**src/hw/rtl/fplt_pkg.sv**
```systemverilog
// Shared types, codes and constants of the port login table.
`timescale 1ns / 1ps

package fplt_pkg;

	localparam int MAC_W    = 48;
	localparam int PID_W    = 24;
	localparam int INTF_W   = 4;
	localparam int FUNC_W   = 3;
	localparam int STATUS_W = 2;

	localparam int DEF_PORT_SLOTS      = 32;
	localparam int DEF_INTERFACE_COUNT = 16;

	localparam logic [PID_W-1:0] FC_MAP_RESET  = 24'h0EFC00;
	localparam logic [PID_W-1:0] BASE_ID_RESET = 24'h18AE00;

	// Request codes
	localparam logic [FUNC_W-1:0] FN_ADD         = 3'd0;
	localparam logic [FUNC_W-1:0] FN_FIND_LOGIN  = 3'd1;
	localparam logic [FUNC_W-1:0] FN_FIND_PHYS   = 3'd2;
	localparam logic [FUNC_W-1:0] FN_FIND_ID     = 3'd3;
	localparam logic [FUNC_W-1:0] FN_REMOVE_ID   = 3'd4;
	localparam logic [FUNC_W-1:0] FN_REMOVE_INTF = 3'd5;

	// Register indexes
	localparam logic [1:0] REG_FC_MAP  = 2'd0;
	localparam logic [1:0] REG_SPMA    = 2'd1;
	localparam logic [1:0] REG_BASE_ID = 2'd2;

	typedef enum logic [STATUS_W-1:0] {
		STAT_OK        = 2'd0,
		STAT_NOT_FOUND = 2'd1,
		STAT_NO_FREE   = 2'd2,
		STAT_SPMA_OFF  = 2'd3
	} status_t;

	typedef enum logic [2:0] {
		CO_IDLE,
		CO_EVICT,
		CO_FIND_LOGIN,
		CO_FIND_PHYS,
		CO_FIND_ID,
		CO_ALLOC,
		CO_DROP_INTF
	} cell_op_t;

	// One slot's view, as it travels along the chain
	typedef struct packed {
		logic [PID_W-1:0]  port_id;
		logic [MAC_W-1:0]  login_mac;
		logic [MAC_W-1:0]  physical_mac;
		logic [INTF_W-1:0] intf;
	} entry_t;

	// Command broadcast to every cell
	typedef struct packed {
		cell_op_t          op;
		logic              free_sel;
		logic              write_en;
		logic              given;
		logic [MAC_W-1:0]  login_mac;
		logic [MAC_W-1:0]  physical_mac;
		logic [PID_W-1:0]  port_id;
		logic [INTF_W-1:0] intf;
		logic [PID_W-1:0]  fc_map;
		logic [PID_W-1:0]  base_id;
	} cell_cmd_t;

endpackage

```
**src/hw/rtl/fplt_cell.sv**
```systemverilog
// One table slot: holds its entry, compares it and joins the priority chain.
`timescale 1ns / 1ps

module fplt_cell
	import fplt_pkg::*;
#(
	parameter int SLOT_INDEX = 0
) (
	input  logic      clk,
	input  logic      arst_n,
	input  cell_cmd_t cmd,
	input  logic      prior_in,
	output logic      prior_out,
	input  entry_t    bus_in,
	output entry_t    bus_out,
	output logic      sel
);

	logic              used_q;
	logic [MAC_W-1:0]  login_mac_q;
	logic [MAC_W-1:0]  physical_mac_q;
	logic [INTF_W-1:0] intf_q;

	logic [PID_W-1:0]  slot_id;
	logic [MAC_W-1:0]  new_login_mac;
	logic              cand;
	logic              evict;
	logic              drop;
	logic              alloc_wr;
	entry_t            view;

	assign slot_id = {cmd.base_id[PID_W-1:8], cmd.base_id[7:0] + 8'(SLOT_INDEX + 1)};
	assign new_login_mac = cmd.given ? cmd.login_mac : {cmd.fc_map, slot_id};

	always_comb begin
		case (cmd.op)
			CO_FIND_LOGIN: cand = used_q && (login_mac_q == cmd.login_mac);
			CO_FIND_PHYS:  cand = used_q && (physical_mac_q == cmd.physical_mac);
			CO_FIND_ID:    cand = used_q && (slot_id == cmd.port_id);
			CO_ALLOC:      cand = !used_q;
			default:       cand = 1'b0;
		endcase
	end

	// lowest candidate wins: an earlier winner blocks the rest of the chain
	assign sel       = cand && !prior_in;
	assign prior_out = prior_in || cand;

	always_comb begin
		if (cmd.op == CO_ALLOC) begin
			view = '{port_id: slot_id, login_mac: new_login_mac,
				physical_mac: cmd.physical_mac, intf: cmd.intf};
		end else begin
			view = '{port_id: slot_id, login_mac: login_mac_q,
				physical_mac: physical_mac_q, intf: intf_q};
		end
	end

	assign bus_out = entry_t'(bus_in | (sel ? view : entry_t'('0)));

	assign evict = (cmd.op == CO_EVICT) && used_q &&
		((physical_mac_q == cmd.physical_mac) ||
		 (cmd.given && (login_mac_q == cmd.login_mac)));
	assign drop = ((cmd.op == CO_DROP_INTF) && used_q && (intf_q == cmd.intf)) ||
		((cmd.op == CO_FIND_ID) && sel && cmd.free_sel);
	assign alloc_wr = (cmd.op == CO_ALLOC) && sel && cmd.write_en;

	always_ff @(posedge clk or negedge arst_n) begin
		if (!arst_n) begin
			used_q <= 1'b0;
		end else if (alloc_wr) begin
			used_q <= 1'b1;
		end else if (evict || drop) begin
			used_q <= 1'b0;
		end
	end

	always_ff @(posedge clk) begin
		if (alloc_wr) begin
			login_mac_q    <= new_login_mac;
			physical_mac_q <= cmd.physical_mac;
			intf_q         <= cmd.intf;
		end
	end

endmodule

```
**config.mk**
```make
export PLATFORM = sky130hd
export DESIGN_NAME = fplt_cell
export DESIGN_NICKNAME = d
export VERILOG_FILES = /design/src/hw/rtl/fplt_pkg.sv /design/src/hw/rtl/fplt_cell.sv
export SDC_FILE = /design/constraint.sdc
export NUM_CORES = 1
export LEC_CHECK = 0
export ABC_AREA = 1
export BUFFER_PORTS_ARGS = -buffer_cell sky130_fd_sc_hd__buf_2
export CELL_PAD_IN_SITES_DETAIL_PLACEMENT = 0
export CELL_PAD_IN_SITES_GLOBAL_PLACEMENT = 2
export CORE_MARGIN = 3
export CORE_UTILIZATION = 21
export CTS_CLUSTER_DIAMETER = 60
export DETAILED_ROUTE_END_ITERATION = 10
export MAX_ROUTING_LAYER = met4
export PLACE_DENSITY_LB_ADDON = 0.1
export SKIP_CTS_REPAIR_TIMING = 1
export SLEW_MARGIN = 10
export SYNTH_ARGS = -nofsm -noshare
export SYNTH_HDL_FRONTEND = slang
export SYNTH_SLANG_ARGS = --single-unit
export TNS_END_PERCENT = 50
```
**constraint.sdc**
```tcl
create_clock -name clk -period 3.8 [get_ports clk]
set_input_delay 0.76 -clock clk [delete_from_list [all_inputs] [get_ports clk]]
set_output_delay 0.76 -clock clk [all_outputs]
set_load 0.03 [all_outputs]
```
---- Word-level counts from Yosys, hierarchy flattened ----
Index checks and enable logic that the tools add are counted.
word-level totals
  flip-flop bits (word level) ............. 101
  input port bits ......................... 305
  output and inout bits ................... 126
  word-level logic and storage cells ...... 42
cells by class
  $add $sub $neg .......................... 1
  equality and inequality tests ........... 10
  multiplexer cells ....................... 6
  bitwise logic cells ..................... 1
  reductions and logical operators ........ 20
operator list
  operator             count
  $mux 124             1
  $or 124x124->124     1
  $mux 100             1
  $eq 48x48->1         2
  $mux 48              1
  $eq 24x24->1         1
  $logic_and 1x1->1    13
  $eq 3x3->1 const B   3
  $add 8x1->8 const B  1
  $eq 3x2->1 const B   2
  $eq 4x4->1           1
  $logic_or 1x1->1     4
  $pmux 1 s4           1
  $eq 3x1->1 const B   1
  $logic_not 1->1      2
  $mux 1               2
  $reduce_bool 2->1    1

---- Longest topological paths before layout ----
  word-level depth ........................ 11
  mapped depth ............................ 18
  depth with buffers taken out ............ 17

---- Worst setup path after synthesis ----
OpenSTA, ideal clock, no wires.
  kind .................................... input to register
  start point ............................. input cmd[0] in the netlist's numbering
  end point ............................... register intf_q[0] (enable)
  library setup time ...................... 0.454 ns
  arrival ................................. 4.050 ns
  required time ........................... 3.346 ns
  path slack .............................. -0.704 ns
  cell stages on the path ................. 17
  path buffers ............................ 0
  cell sequence ........................... ha_1 > inv_1 > nand2_1 > nand2_1 > nor2_1 > nand2_1 > nor2_1 > nand2_1 > nor2_1 > nand4_1 > nand2_1 > inv_1 > nand2_2 > nand3_4 > inv_8 > nand2_1 > inv_1
between the ends
  cells in the longest elaborated chain, start to end .. 7
RTL lines
  what                             line             text
  start: declaration               fplt_cell.sv:11  input cell_cmd_t cmd,
  $add 8x1->8                      fplt_cell.sv:32  assign slot_id = {cmd.base_id[PID_W-1:8], cmd.base_id[7:0] + 8'(SLOT_INDEX + 1)};
  $eq 24x24->1                     fplt_cell.sv:39  CO_FIND_ID: cand = used_q && (slot_id == cmd.port_id);
  $logic_and 1x1->1                fplt_cell.sv:39
  $pmux 1 s4                       fplt_cell.sv:36  case (cmd.op)
  $logic_and 1x1->1                fplt_cell.sv:46  assign sel = cand && !prior_in;
  $logic_and 1x1->1 (2 in series)  fplt_cell.sv:66  assign alloc_wr = (cmd.op == CO_ALLOC) && sel && cmd.write_en;
  net alloc_wr                     fplt_cell.sv:29  logic alloc_wr;
  end signal: assignment           fplt_cell.sv:82  intf_q <= cmd.intf;
  end: declaration                 fplt_cell.sv:22  logic [INTF_W-1:0] intf_q;
The timed path passes the listed nets, and every way through them passes these cells.
A chain may end at the register's enable or synchronous reset.

==> summary.txt <==
status -> completed
main flop type after synthesis -> edfxtp_1
filler cell count -> 4,438
Worst-path clk slew -> 80 ps
WP buf/inv -> 6
Avg Cell Area, Syn -> 6.46 µm²
Core Region -> 39,200 µm²
fin crit share -> 94.5%
Clock Path Buffers -> 2
CP Max Fanout -> 9
CTS buffer count -> 9
Skew-Pair Late Insertion Delay -> 370 ps
Setup Skew -> 10.8 ps
Overflow after GRT -> 0
pwr dens -> 277 nW/µm²
Slew @ Worst Pin -> 645 ps
WP data required -> 3040 ps
Clock Sinks -> 101
Initial Util -> 21.5%
final instance area -> 11,900 µm²
Slowest cell on crit path -> ha_4
DRC viols -> 0
Internal -> 2.11 mW
CP max stage delay -> 260 ps
Net Count, Synth -> 1,612
number of global-route vias before repair -> 8,751
sequential share of power -> 37.9%
post-layout util -> 30.3%
fraction of registers with async set or reset after synthesis -> 0.990%
Clk pwr share -> 27.8%
Critical Path AT -> 2830 ps
Post-Synth Adder-Cell Area -> 0.148%
post-place setup slack -> 110 ps
# IOs -> 431
Synth Area in Simple Gates -> 34.3%
Cells after Synth -> 1,306
antenna violations before repair -> 15
final slew viol count -> 0
crit-path cells -> buf_8 -> ha_4 -> inv_2 -> nand2_1 -> nand2_1 -> nor2_1 -> nand2_1 -> nor2_2 -> nand2_1 -> nor2_1 -> nand4_1 -> nand2_1 -> inv_1 -> nand2_2 -> nand3_4 -> buf_6 -> buf_6 -> o21bai_1 -> buf_2
number of synthesized flops with an enable pin -> 100
Synth Area in Compound Gates -> 12.2%
crit start category -> input pin
chip width -> 206 µm
Routed WL -> 35,900 µm
Cell variety after synth -> 37
GRT Resource Usage Total -> 16.2%
most numerous cell on the critical path -> nand2_1
largest family of logic cells by synthesized area -> simple AND/OR/NAND/NOR gates
largest net degree at the start of global routing -> 84
synthesized area -> 8440 µm²
setup TNS -> 0 ps
Vias -> 9,221
die area -> 42,600 µm²
yosys warns -> 0
drt first pass iters -> 4
DP Wirelength -> 27,800 µm
worst relative slew slack -> 56.6%
CTS tree -> done
Comb power frac -> 34.3%
initial DRC count -> 341
Cell Rows -> 72
fin nets -> 2,044
WL per Instance -> 15.8 µm
Synth Area in XOR/XNOR -> 5.50%
Placer Congestion -> 0.799
Final ANT Viol Nets -> 0
critical path capture point type -> output pin
setup ws final -> 210 ps
switching power share of the total -> 36.0%
H-Tree Depth -> 3
final hold slack -> 158 ps
fmax -> 279 MHz
final hold vios -> 0
Max VDD drop -> 0.218 mV
Via density -> 4.05
HP Class -> input pin to async pin
Buffers on Ports -> 430
Max-Cap Viols -> 0
P_leak -> 6.36 nW
Seq/Total Area, Yosys -> 35.9%
mux share of post-synthesis cell area -> 0.119%
Setup CP Type -> input pin to output pin
NetSw -> 1.19 mW
DP Area -> 11,300 µm²
first-pass GRT wire length -> 50,800 µm
Final setup viols -> 0
RSZ-0062 raised after global routing -> true
min cycle time layout -> 3590 ps
layout cell share with drive strength beyond 1 -> 29.5%
Top Family by Delay on Critical Path -> simple AND/OR/NAND/NOR gates
#FFs+latches synth -> 101
P&R area growth vs syn -> 40.8%
CTS root buf -> clkbuf_16
Die H -> 206 µm
## Yosys cell counts, types with 3 or more instances
master,n,share of area [%]
a21boi_0,3,0.27
buf_1,5,0.22
buf_6,10,1.3
clkbuf_1,27,1.2
edfxtp_1,100,36
inv_1,193,8.6
nand2_1,626,28
nand2_2,5,0.37
nand3_1,21,1.2
nor2_1,72,3.2
nor3_1,3,0.18
o21ai_0,84,5.0
o21bai_1,72,6.4
or2_2,4,0.30
xnor2_1,29,3.0
xor2_1,24,2.5
## cell families after synthesis
| family | after synthesis |
|---|---|
| and+or+nand+nor | 743 |
| DFF | 101 |
| adders and majority gates | 1 |
| xor gates and xnor gates | 53 |
| AOI/OAI and AO/OA | 166 |
| buffers and inverters | 241 |
| muxes | 1 |
## per-stage QoR
| stage | std cells | power [mW] |
|---|---|---|
| global route | 2276 | 3.51 |
| finish | 2276 | 3.29 |
| global placement | 2237 | 2.35 |
| floorplan | 1306 | 1.96 |
| detailed placement | 2237 | 2.35 |
| CTS | 2253 | 3.30 |
## placed cells by master, fill, tap and decap left out, types with 12 or more instances in the layout
master	synthesis	routed
buf_4	2	25
xor2_1	24	24
nor2_1	72	67
diode_2	0	15
o21ai_0	84	84
buf_2	0	412
xnor2_1	29	29
nand2_1	626	621
clkbuf_4	0	12
inv_1	193	191
o21bai_1	72	72
nand3_1	21	20
edfxtp_1	100	100
## per-layer routing
metal	up-vias	GRT usage [%]	part of all wire [%]
met5	-	-	0
li1	4899	-	-
met3	11	4.60	7.0
met2	252	26.2	46
met4	0	2.79	0.83
met1	4059	20.5	46
## final timing paths
| kind | cells after the start | end | slack, ps | from |
|---|---|---|---|---|
| max reg2reg | 17 | login_mac_q[17] | 980 | physical_mac_q[35] |
| max | 19 | bus_out[97] | 210 | cmd[1] |
| min | 1 | used_q | 160 | arst_n |
| max in group asynchronous | 1 | used_q | 3550 | arst_n |
| min reg2reg | 4 | used_q | 650 | used_q |
| min in group clk | 1 | physical_mac_q[5] | 580 | cmd[81] |
## cell type report
class,instances,area [µm²],share of cell area [%]
sequential,101,3030,25.5
multi-input combinational,964,4490,37.8
clock inverter,6,38.8,0.327
timing repair buffer,466,2660,22.4
clock buffer,10,229,1.93
inverter,196,747,6.29
tap,518,648,5.46
antenna,15,37.5,0.316
## flip-flops by register name (all words and copies together) (netlist names)
name,flops
intf_q,4
login_mac_q,48
physical_mac_q,48
used_q,1
## power by group through the flow
stage	logic, mW	clock network [mW]	registers (mW)
2_1_floorplan	0.685	0	1.27
3_3_place_gp	1.07	0	1.27
3_5_place_dp	1.08	0	1.27
4_1_cts	1.08	0.973	1.25
5_1_grt	1.25	1.01	1.25
6_report	1.13	0.915	1.25
No activity file was read; power rests on OpenSTA's default activity.
