--- config.mk ---
export PLATFORM = sky130hd
export DESIGN_NAME = fplt_apb_regs
export DESIGN_NICKNAME = d
export VERILOG_FILES = /design/src/hw/rtl/fplt_pkg.sv /design/src/hw/rtl/fplt_apb_regs.sv
export SDC_FILE = /design/constraint.sdc
export NUM_CORES = 1
export LEC_CHECK = 0
export BUFFER_PORTS_ARGS = -buffer_cell sky130_fd_sc_hd__buf_2
export CAP_MARGIN = 20
export CELL_PAD_IN_SITES_DETAIL_PLACEMENT = 0
export CELL_PAD_IN_SITES_GLOBAL_PLACEMENT = 1
export CORE_MARGIN = 2
export CORE_UTILIZATION = 37
export DETAILED_ROUTE_END_ITERATION = 16
export HOLD_SLACK_MARGIN = 0.05
export PLACE_DENSITY_LB_ADDON = 0.08
export SLEW_MARGIN = 10
export SYNTH_ARGS = -nofsm -noshare
export SYNTH_HDL_FRONTEND = slang
export SYNTH_SLANG_ARGS = --single-unit
--- constraint.sdc ---
create_clock -name clk -period 1.74 [get_ports clk]
set_clock_uncertainty 0.05 [all_clocks]
set_input_delay 0.087 -clock clk [delete_from_list [all_inputs] [get_ports clk]]
set_output_delay 0.087 -clock clk [all_outputs]
set_load 0.01 [all_outputs]
--- src/hw/rtl/fplt_pkg.sv ---
// Shared types, codes and constants of the port login table.
`timescale 1ns / 1ps

package fplt_pkg;

	localparam int MAC_W    = 48;
	localparam int PID_W    = 24;
	localparam int INTF_W   = 4;
	localparam int FUNC_W   = 3;
	localparam int STATUS_W = 2;

	localparam int DEF_PORT_SLOTS      = 32;
	localparam int DEF_INTERFACE_COUNT = 16;

	localparam logic [PID_W-1:0] FC_MAP_RESET  = 24'h0EFC00;
	localparam logic [PID_W-1:0] BASE_ID_RESET = 24'h18AE00;

	// Request codes
	localparam logic [FUNC_W-1:0] FN_ADD         = 3'd0;
	localparam logic [FUNC_W-1:0] FN_FIND_LOGIN  = 3'd1;
	localparam logic [FUNC_W-1:0] FN_FIND_PHYS   = 3'd2;
	localparam logic [FUNC_W-1:0] FN_FIND_ID     = 3'd3;
	localparam logic [FUNC_W-1:0] FN_REMOVE_ID   = 3'd4;
	localparam logic [FUNC_W-1:0] FN_REMOVE_INTF = 3'd5;

	// Register indexes
	localparam logic [1:0] REG_FC_MAP  = 2'd0;
	localparam logic [1:0] REG_SPMA    = 2'd1;
	localparam logic [1:0] REG_BASE_ID = 2'd2;

	typedef enum logic [STATUS_W-1:0] {
		STAT_OK        = 2'd0,
		STAT_NOT_FOUND = 2'd1,
		STAT_NO_FREE   = 2'd2,
		STAT_SPMA_OFF  = 2'd3
	} status_t;

	typedef enum logic [2:0] {
		CO_IDLE,
		CO_EVICT,
		CO_FIND_LOGIN,
		CO_FIND_PHYS,
		CO_FIND_ID,
		CO_ALLOC,
		CO_DROP_INTF
	} cell_op_t;

	// One slot's view, as it travels along the chain
	typedef struct packed {
		logic [PID_W-1:0]  port_id;
		logic [MAC_W-1:0]  login_mac;
		logic [MAC_W-1:0]  physical_mac;
		logic [INTF_W-1:0] intf;
	} entry_t;

	// Command broadcast to every cell
	typedef struct packed {
		cell_op_t          op;
		logic              free_sel;
		logic              write_en;
		logic              given;
		logic [MAC_W-1:0]  login_mac;
		logic [MAC_W-1:0]  physical_mac;
		logic [PID_W-1:0]  port_id;
		logic [INTF_W-1:0] intf;
		logic [PID_W-1:0]  fc_map;
		logic [PID_W-1:0]  base_id;
	} cell_cmd_t;

endpackage

--- src/hw/rtl/fplt_apb_regs.sv ---
// Configuration registers behind the APB-style port.
`timescale 1ns / 1ps

module fplt_apb_regs
	import fplt_pkg::*;
(
	input  logic             clk,
	input  logic             arst_n,
	input  logic             psel,
	input  logic             penable,
	input  logic             pwrite,
	input  logic [3:0]       paddr,
	input  logic [31:0]      pwdata,
	output logic [31:0]      prdata,
	output logic             pready,
	output logic [PID_W-1:0] fc_map,
	output logic             spma_allowed,
	output logic [PID_W-1:0] base_id
);

	logic [PID_W-1:0] fc_map_q;
	logic             spma_q;
	logic [PID_W-1:0] base_id_q;
	logic             wr;

	assign pready = 1'b1;
	assign wr     = psel && penable && pwrite && pready;

	always_ff @(posedge clk or negedge arst_n) begin
		if (!arst_n) begin
			fc_map_q  <= FC_MAP_RESET;
			spma_q    <= 1'b0;
			base_id_q <= BASE_ID_RESET;
		end else if (wr) begin
			case (paddr[3:2])
				REG_FC_MAP:  fc_map_q  <= pwdata[PID_W-1:0];
				REG_SPMA:    spma_q    <= pwdata[0];
				REG_BASE_ID: base_id_q <= pwdata[PID_W-1:0];
				default: ;
			endcase
		end
	end

	always_comb begin
		case (paddr[3:2])
			REG_FC_MAP:  prdata = {8'd0, fc_map_q};
			REG_SPMA:    prdata = {31'd0, spma_q};
			REG_BASE_ID: prdata = {8'd0, base_id_q};
			default:     prdata = '0;
		endcase
	end

	assign fc_map       = fc_map_q;
	assign spma_allowed = spma_q;
	assign base_id      = base_id_q;

endmodule

* After elaboration in Yosys (flattened, before gate mapping)
Cells that the tools add are included.
Word-level totals: latch bits 0, output and inout bits 82, ROM bits 0, memory bits (writable) 0, memories kept 0, logic and storage cells 12, flip-flop bits (word level) 49, bits of input ports 41
Operators by class: magnitude comparators 0, equality and inequality tests 2, multipliers 0, add/subtract/negate cells 0, bitwise gates (word level) 0, mux-type cells 1, shifts and indexed selects 0, reduce and logical (&&, ||, !) cells 6, div/mod/pow operators 0
Operators with widths (number):
- case mux 24 bit (3 select lines) | 1
- AND reduction 2 bit | 3
- equality test 2 x 1 -> 1 bit, second input constant | 1
- equality test 2 bit, second input constant | 1
- logical AND 1 bit | 2
- logical NOT 2 bit | 1

* Depth between registers and ports, before layout
Gate-level depths: netlist of run 1.
word-level depth 3, gate-level depth with buffers 5, gate-level depth less buffers 3

* Worst setup path before layout of run 1
OpenSTA, ideal clock, no wires.
path type input to register, from in paddr[2], to reg base_id_q[12], in the netlist base_id[12], data arrival time 1.190 ns, buffers on the path 3, path slack 0.375 ns, setup time 0.125 ns, cell stages on the path 5, data required time 1.565 ns, path through buf_2 or3b_1 buf_6 buf_6 mux2_4
Between the ends: word-level cells in the longest chain between the ends 2
Ends and longest elaborated chain:
- from (decl) | RTL line fplt_apb_regs.sv:12 | input logic [3:0] paddr,
- equality test 2 bit | RTL line fplt_apb_regs.sv:35 | case (paddr[3:2])
- AND reduction 2 bit (no line)
- to (signal assigned) | RTL line fplt_apb_regs.sv:38 | REG_BASE_ID: base_id_q <= pwdata[PID_W-1:0];
- to (decl) | RTL line fplt_apb_regs.sv:23 | logic [PID_W-1:0] base_id_q;
No other way between the ends. A chain may end at the register's enable or synchronous reset.

* Final worst setup path of run 1
from reg base_id_q[19], in the netlist base_id[19], to out prdata[19]
Between the ends: word-level cells in the longest chain between the ends 1
Ends and longest elaborated chain:
- case mux 24 bit (3 select lines) | RTL line fplt_apb_regs.sv:45 | case (paddr[3:2])
- to (decl) | RTL line fplt_apb_regs.sv:14 | output logic [31:0] prdata,
No other way between the ends.

==> results.py, run 1 <==
metrics = {
    "finish": {
        "layout_common_cells": "103 x buf_2, 33 x dfrtp_1, 29 x mux2_2, 25 x dlygate4sd3_1, 24 x mux2i_1",
        "postLayoutCoreUtil": 0.5299,
        "final_nets": 344,
        "diodes": 0,
        "multiInputGateArea_um2": 1037,
        "area_growth_pct": 39.85,
        "fillCellCount": 572,
        "drive_gt1_frac": 0.6086,
        "regArea_um2": 1246,
        "mostFrequentLayoutCell": "buf_2",
    },
    "global_routing": {
        "grt.overflow.total": 0,
        "grt_pass1_vias": 1675,
        "grt_pass1_wl_mm": 8.376,
        "antenna_found_initial": 0,
        "grtUsageTotal": 0.1464,
        "grt_max_degree": 29,
    },
    "logic_synthesis": {
        "synth_simple_gate_area_frac": 0.05230,
        "synth-xor-area-share": 0,
        "synthTopCellsByArea": "dfrtp_1 35%, dfstp_2 18%, mux2_2 14%, mux2_4 13%, mux2i_1 10%",
        "syn_area_per_cell_um2": 13.83,
        "synth-seq-area-share": 0.5209,
        "yosysTopAreaCell": "dfrtp_1",
        "synth-compound-area-share": 0.002092,
        "synth-edff-count": 0,
        "ys_ff_latch": 49,
        "synthArstFlopShare": 1.000,
        "synth_ff_type": "dfrtp_1",
        "ys_types": 18,
        "postSynthCellCount": 173,
        "synth_top_area_frac": 0.3452,
        "syn_area_um2": 2392,
        "synthAdderAreaFrac": 0,
        "synthMuxAreaShare": 0.3624,
        "synth_top_family_by_area": "multiplexers",
        "yosysWarningCount": 0,
    },
    "power": {
        "power_density_nw_per_um2": 1077,
        "p_leak_nw": 1.767,
        "max-vdd-ir-drop_mv": 0.5658,
    },
    "clocking": {
        "cts.path.max_buffers": 2,
        "clk_latency_ns": 0.30,
        "cts.sinks": 49,
        "clk_pin_slew_ns": 0.09,
        "cts_tree": "done",
        "h-tree-depth": 2,
        "post_cts_buffers": 0,
        "cts_buffers": 5,
        "cts-root-buf": "clkbuf_8",
    },
    "route": {
        "detail_route.first_pass.iterations": 4,
        "drc": 0,
        "wl_mm": 5.255,
        "routed_via_density": 4.606,
        "drtIter0Drc": 20,
        "wire_per_inst_um": 13.79,
        "ant_nets": 0,
        "vias": 1755,
    },
    "worst_setup_path": {
        "critPathLaunchType": "register",
        "critical_path.endpoint_type": "output pin",
        "rr_endpoint": "spma_allowed",
        "cp.arrival_ns": 1.14,
        "crit_required_ns": 1.60,
        "rrSetupSlack_ns": 0.90,
        "slowest_delay_ns": 0.56,
        "cp_max_fo": 3,
        "crit_path_start": "base_id[19]",
        "slowest_stage": "dfstp_2",
        "r2r-start": "spma_allowed",
        "worstSetupPathType": "register to output pin",
        "crit_chain": "mux2i_1 -> nor2_1 -> buf_2",
        "r2r_cells": 1,
    },
    "floorplanning": {
        "die_area_um2": 7125,
        "die-height_um": 84.41,
        "core-area_um2": 6314,
        "io_pins": 123,
        "start_util": 0.3789,
        "std_cell_rows": 29,
        "die_w_um": 84.41,
    },
    "sta": {
        "relSlewSlack": 0.6524,
        "slew_violations": 0,
        "setup_viol": 0,
        "hold_viol_final": 0,
        "finalCriticalPeriod_ns": 1.277,
        "timing.fmax_mhz": 783.1,
        "tightest_slew_ns": 0.5214,
        "fin_setup_tns_ns": 0,
        "fin_crit_sh": 0.7339,
        "rsz0062_at_grt": "no",
    },
    "placement": {
        "port-buffer-count": 103,
        "place.gp.congestion": 0.6488,
        "hpwl_mm": 3.694,
    },
    "run_status": {
        "status": "complete, no violations",
    },
    "hold_path": {
        "hp-class": "input pin to async pin",
    },
    "flow_run": {
        "drv_cap": 0,
    },
}
cells by family (layout without fill, tap and decap cells):
| group | count (synthesis) | in the layout |
|---|---|---|
| AO/OA/AOI/OAI | 1 | 1 |
| buffers and inverters | 20 | 144 |
| flip-flops | 49 | 49 |
| multiplexers | 73 | 73 |
| other | 2 | 9 |
| AND/OR/NAND/NOR | 28 | 28 |
synth_stat cells (2+ instances only):
master and n:
dfrtp_1 33, mux2_2 29, mux2i_1 24, nor2_1 23, mux2_4 20, dfstp_2 16
buf_4 10, buf_2 5, buf_6 3, conb_1 2
layout make-up:
| cell class | count | area share |
|---|---|---|
| clock buffers | 7 | 0.03216 |
| clock inverters | 1 | 0.002244 |
| multi-input cells | 111 | 0.3100 |
| flip-flops and latches | 49 | 0.3725 |
| well taps | 77 | 0.02880 |
| repair buffers | 136 | 0.2543 |
registers in the layout (all words and copies together), names as in the netlist:
register and cells:
spma_allowed 1, base_id 24, fc_map 24
per-stage QoR:
step | cells | worst slack, ns | hold slack (ns) | area, um^2 | power (mW)
after global placement | 348 | 0.2834 | 0.04107 | 2980 | 2.794
after floorplan | 180 | 0.3749 | -0.2586 | 2419 | 2.324
after detailed placement | 348 | 0.2684 | 0.04082 | 2980 | 2.807
after CTS | 381 | 0.4501 | 0.2479 | 3346 | 3.655
final | 381 | 0.4630 | 0.2349 | 3346 | 3.604
after global routing | 381 | 0.3798 | 0.2589 | 3346 | 3.822
where the power goes:
| group | switching, mW | internal, mW |
|---|---|---|
| clock network | 0.382 | 0.410 |
| logic | 0.501 | 0.636 |
| registers | 0.205 | 1.47 |
| total | 1.09 | 2.52 |
per-layer routing:
layer  share of wire  track usage
met1            0.46       0.2020
met3           0.056      0.02950
met5               0            0
met4           0.010      0.04329
met2            0.47       0.2352
worst max-delay path by stage:
stage / to / slack, ns
after detailed placement: base_id[6] / 0.27
after floorplan: base_id[12] / 0.37
after CTS: prdata[13] / 0.45
after global routing: prdata[13] / 0.38
final: prdata[19] / 0.46
after global placement: base_id[7] / 0.28
repair_timing:
item,4_1_cts,5_1_grt
hold buffers,25,0
endpoints found under the hold margin,58,0
resized for setup,0,0
critical path: cells and delay by family, from the launching register on:
kind	cells	cell delay, ns
buffers and inverters	1	0.13
flip-flops	1	0.56
multiplexers	1	0.07
AND/OR/NAND/NOR	1	0.08
(Power assumes the default switching activity.)
==> inputs of run 2 (changes only) <==
--- a/config.mk
+++ b/config.mk
@@ -10,7 +10,7 @@
 export CELL_PAD_IN_SITES_DETAIL_PLACEMENT = 0
 export CELL_PAD_IN_SITES_GLOBAL_PLACEMENT = 1
 export CORE_MARGIN = 2
-export CORE_UTILIZATION = 37
+export CORE_UTILIZATION = 34
 export DETAILED_ROUTE_END_ITERATION = 16
 export HOLD_SLACK_MARGIN = 0.05
 export PLACE_DENSITY_LB_ADDON = 0.08
==> constraint.sdc (replaced) <==
create_clock -name clk -period 1.2 [get_ports clk]
set_clock_uncertainty 0.05 [all_clocks]
set_input_delay 0.06 -clock clk [delete_from_list [all_inputs] [get_ports clk]]
set_output_delay 0.06 -clock clk [all_outputs]
set_load 0.01 [all_outputs]
==> results.py, run 2 (synthesis gave the netlist of run 1 again) <==
metrics = {
    "run_status": {
        "status": "finished, violations left",
        "violations": "setup timing",
    },
    "sta": {
        "setup_viol": 12,
        "rsz0062_at_grt": "yes",
        "worst_hold_slack_ns": 0.1580,
        "slew_violations": 0,
        "fin_crit_sh": 1.065,
        "timing.fmax_mhz": 782.7,
        "finalCriticalPeriod_ns": 1.278,
        "fin_ws_ns": -0.07760,
        "fin_setup_tns_ns": -0.4878,
        "hold_viol_final": 0,
    },
    "route": {
        "wire_per_inst_um": 13.43,
        "drtIter0Drc": 40,
        "drc": 0,
        "wl_mm": 5.642,
        "routed_via_density": 4.281,
        "ant_nets": 0,
        "detail_route.first_pass.iterations": 4,
        "vias": 1798,
    },
    "floorplanning": {
        "die-height_um": 87.88,
        "die_w_um": 87.88,
        "io_pins": 123,
        "die_area_um2": 7723,
        "start_util": 0.3521,
        "core-area_um2": 6794,
        "std_cell_rows": 30,
    },
    "worst_setup_path": {
        "crit_required_ns": 1.09,
        "worstSetupPathType": "register to output pin",
        "critical_path.endpoint_type": "output pin",
        "cp_max_fo": 2,
        "cp_num_buf_inv": 1,
        "slowest_stage": "dfstp_2",
        "slowest_delay_ns": 0.55,
        "crit_family": "flip-flops",
        "crit_chain": "mux2i_1 -> nor2_1 -> buf_2",
        "cp.arrival_ns": 1.17,
        "critPathLaunchType": "register",
    },
    "power": {
        "power.total_mw": 5.657,
        "power_density_nw_per_um2": 1562,
        "p_leak_nw": 1.895,
        "max-vdd-ir-drop_mv": 0.5916,
    },
    "placement": {
        "placed_area_um2": 3039,
        "port-buffer-count": 103,
        "place_ws_ns": -0.1577,
        "dp.cells": 370,
        "hpwl_mm": 3.911,
        "place.gp.congestion": 0.6889,
    },
    "clocking": {
        "h-tree-depth": 2,
        "cts-root-buf": "clkbuf_8",
        "clk_latency_ns": 0.30,
        "cts.path.max_buffers": 2,
        "clk_pin_slew_ns": 0.10,
        "cts.sinks": 49,
        "cts_tree": "done",
        "cts_buffers": 5,
    },
    "finish": {
        "final_nets": 364,
        "diodes": 0,
        "mostFrequentLayoutCell": "buf_2",
        "layout_common_cells": "92 x buf_2, 33 x dfrtp_1, 29 x mux2_2, 25 x dlygate4sd3_1, 24 x mux2i_1",
        "postLayoutCoreUtil": 0.5330,
        "drive_gt1_frac": 0.6358,
        "final_cell_area_um2": 3621,
        "area_growth_pct": 51.36,
        "fin_cells": 420,
    },
    "global_routing": {
        "grt_max_degree": 50,
        "grt_pass1_vias": 1746,
        "grt.overflow.total": 0,
        "grt_pass1_wl_mm": 8.687,
        "antenna_found_initial": 0,
        "grtUsageTotal": 0.1469,
    },
    "flow_run": {
        "drv_cap": 0,
    },
    "hold_path": {
        "hp-class": "input pin to register",
    },
}
==> run 2: power breakdown <==
group	internal, mW	switching [mW]
sequential	2.13	0.286
clock	0.625	0.563
combinational	1.22	0.838
total	3.97	1.69
==> run 2: tightest hold or removal path: stages <==
cell and delay, ns:
buf_2 0.15, nor3b_1 0.07, mux2_2 0.21
==> run 2: timing repair <==
| action | in CTS | in global routing |
|---|---|---|
| setup buffers | 12 | 5 |
| hold endpoints to repair | 98 | 0 |
| resized for setup | 1 | 17 |
| pin swaps | 0 | 3 |
| hold buffers | 25 | 0 |
| endpoints found under the setup margin | 11 | 32 |
==> run 2: path summary, 6_finish.rpt <==
path	endpoint	depth (start not counted)	slack, ns	startpoint
setup / recovery	prdata[9]	3	-0.08	base_id[9]
hold / removal	spma_allowed	3	0.16	paddr[3]
setup reg to reg	base_id[9]	3	0.21	base_id[9]
hold reg to reg	fc_map[22]	1	0.48	fc_map[22]
max in group asynchronous	base_id[20]	3	0.60	arst_n
min in group asynchronous	fc_map[8]	3	0.21	arst_n
==> run 2: final cells by class <==
type	count	area, um^2
clock buffer	5	68.82
timing repair buffer	156	1092
sequential	49	1246
multi-input combinational	111	1050
fill	609	3173
clock inverter	3	43.79
tap	96	120.1
==> run 2: metal layers <==
layer	vias to the layer above	routed length, um	GRT usage
met2	64	2868	0.2548
met5	-	0	0
li1	876	-	-
met1	852	2434	0.1851
met4	0	54	0.04895
met3	6	286	0.02639
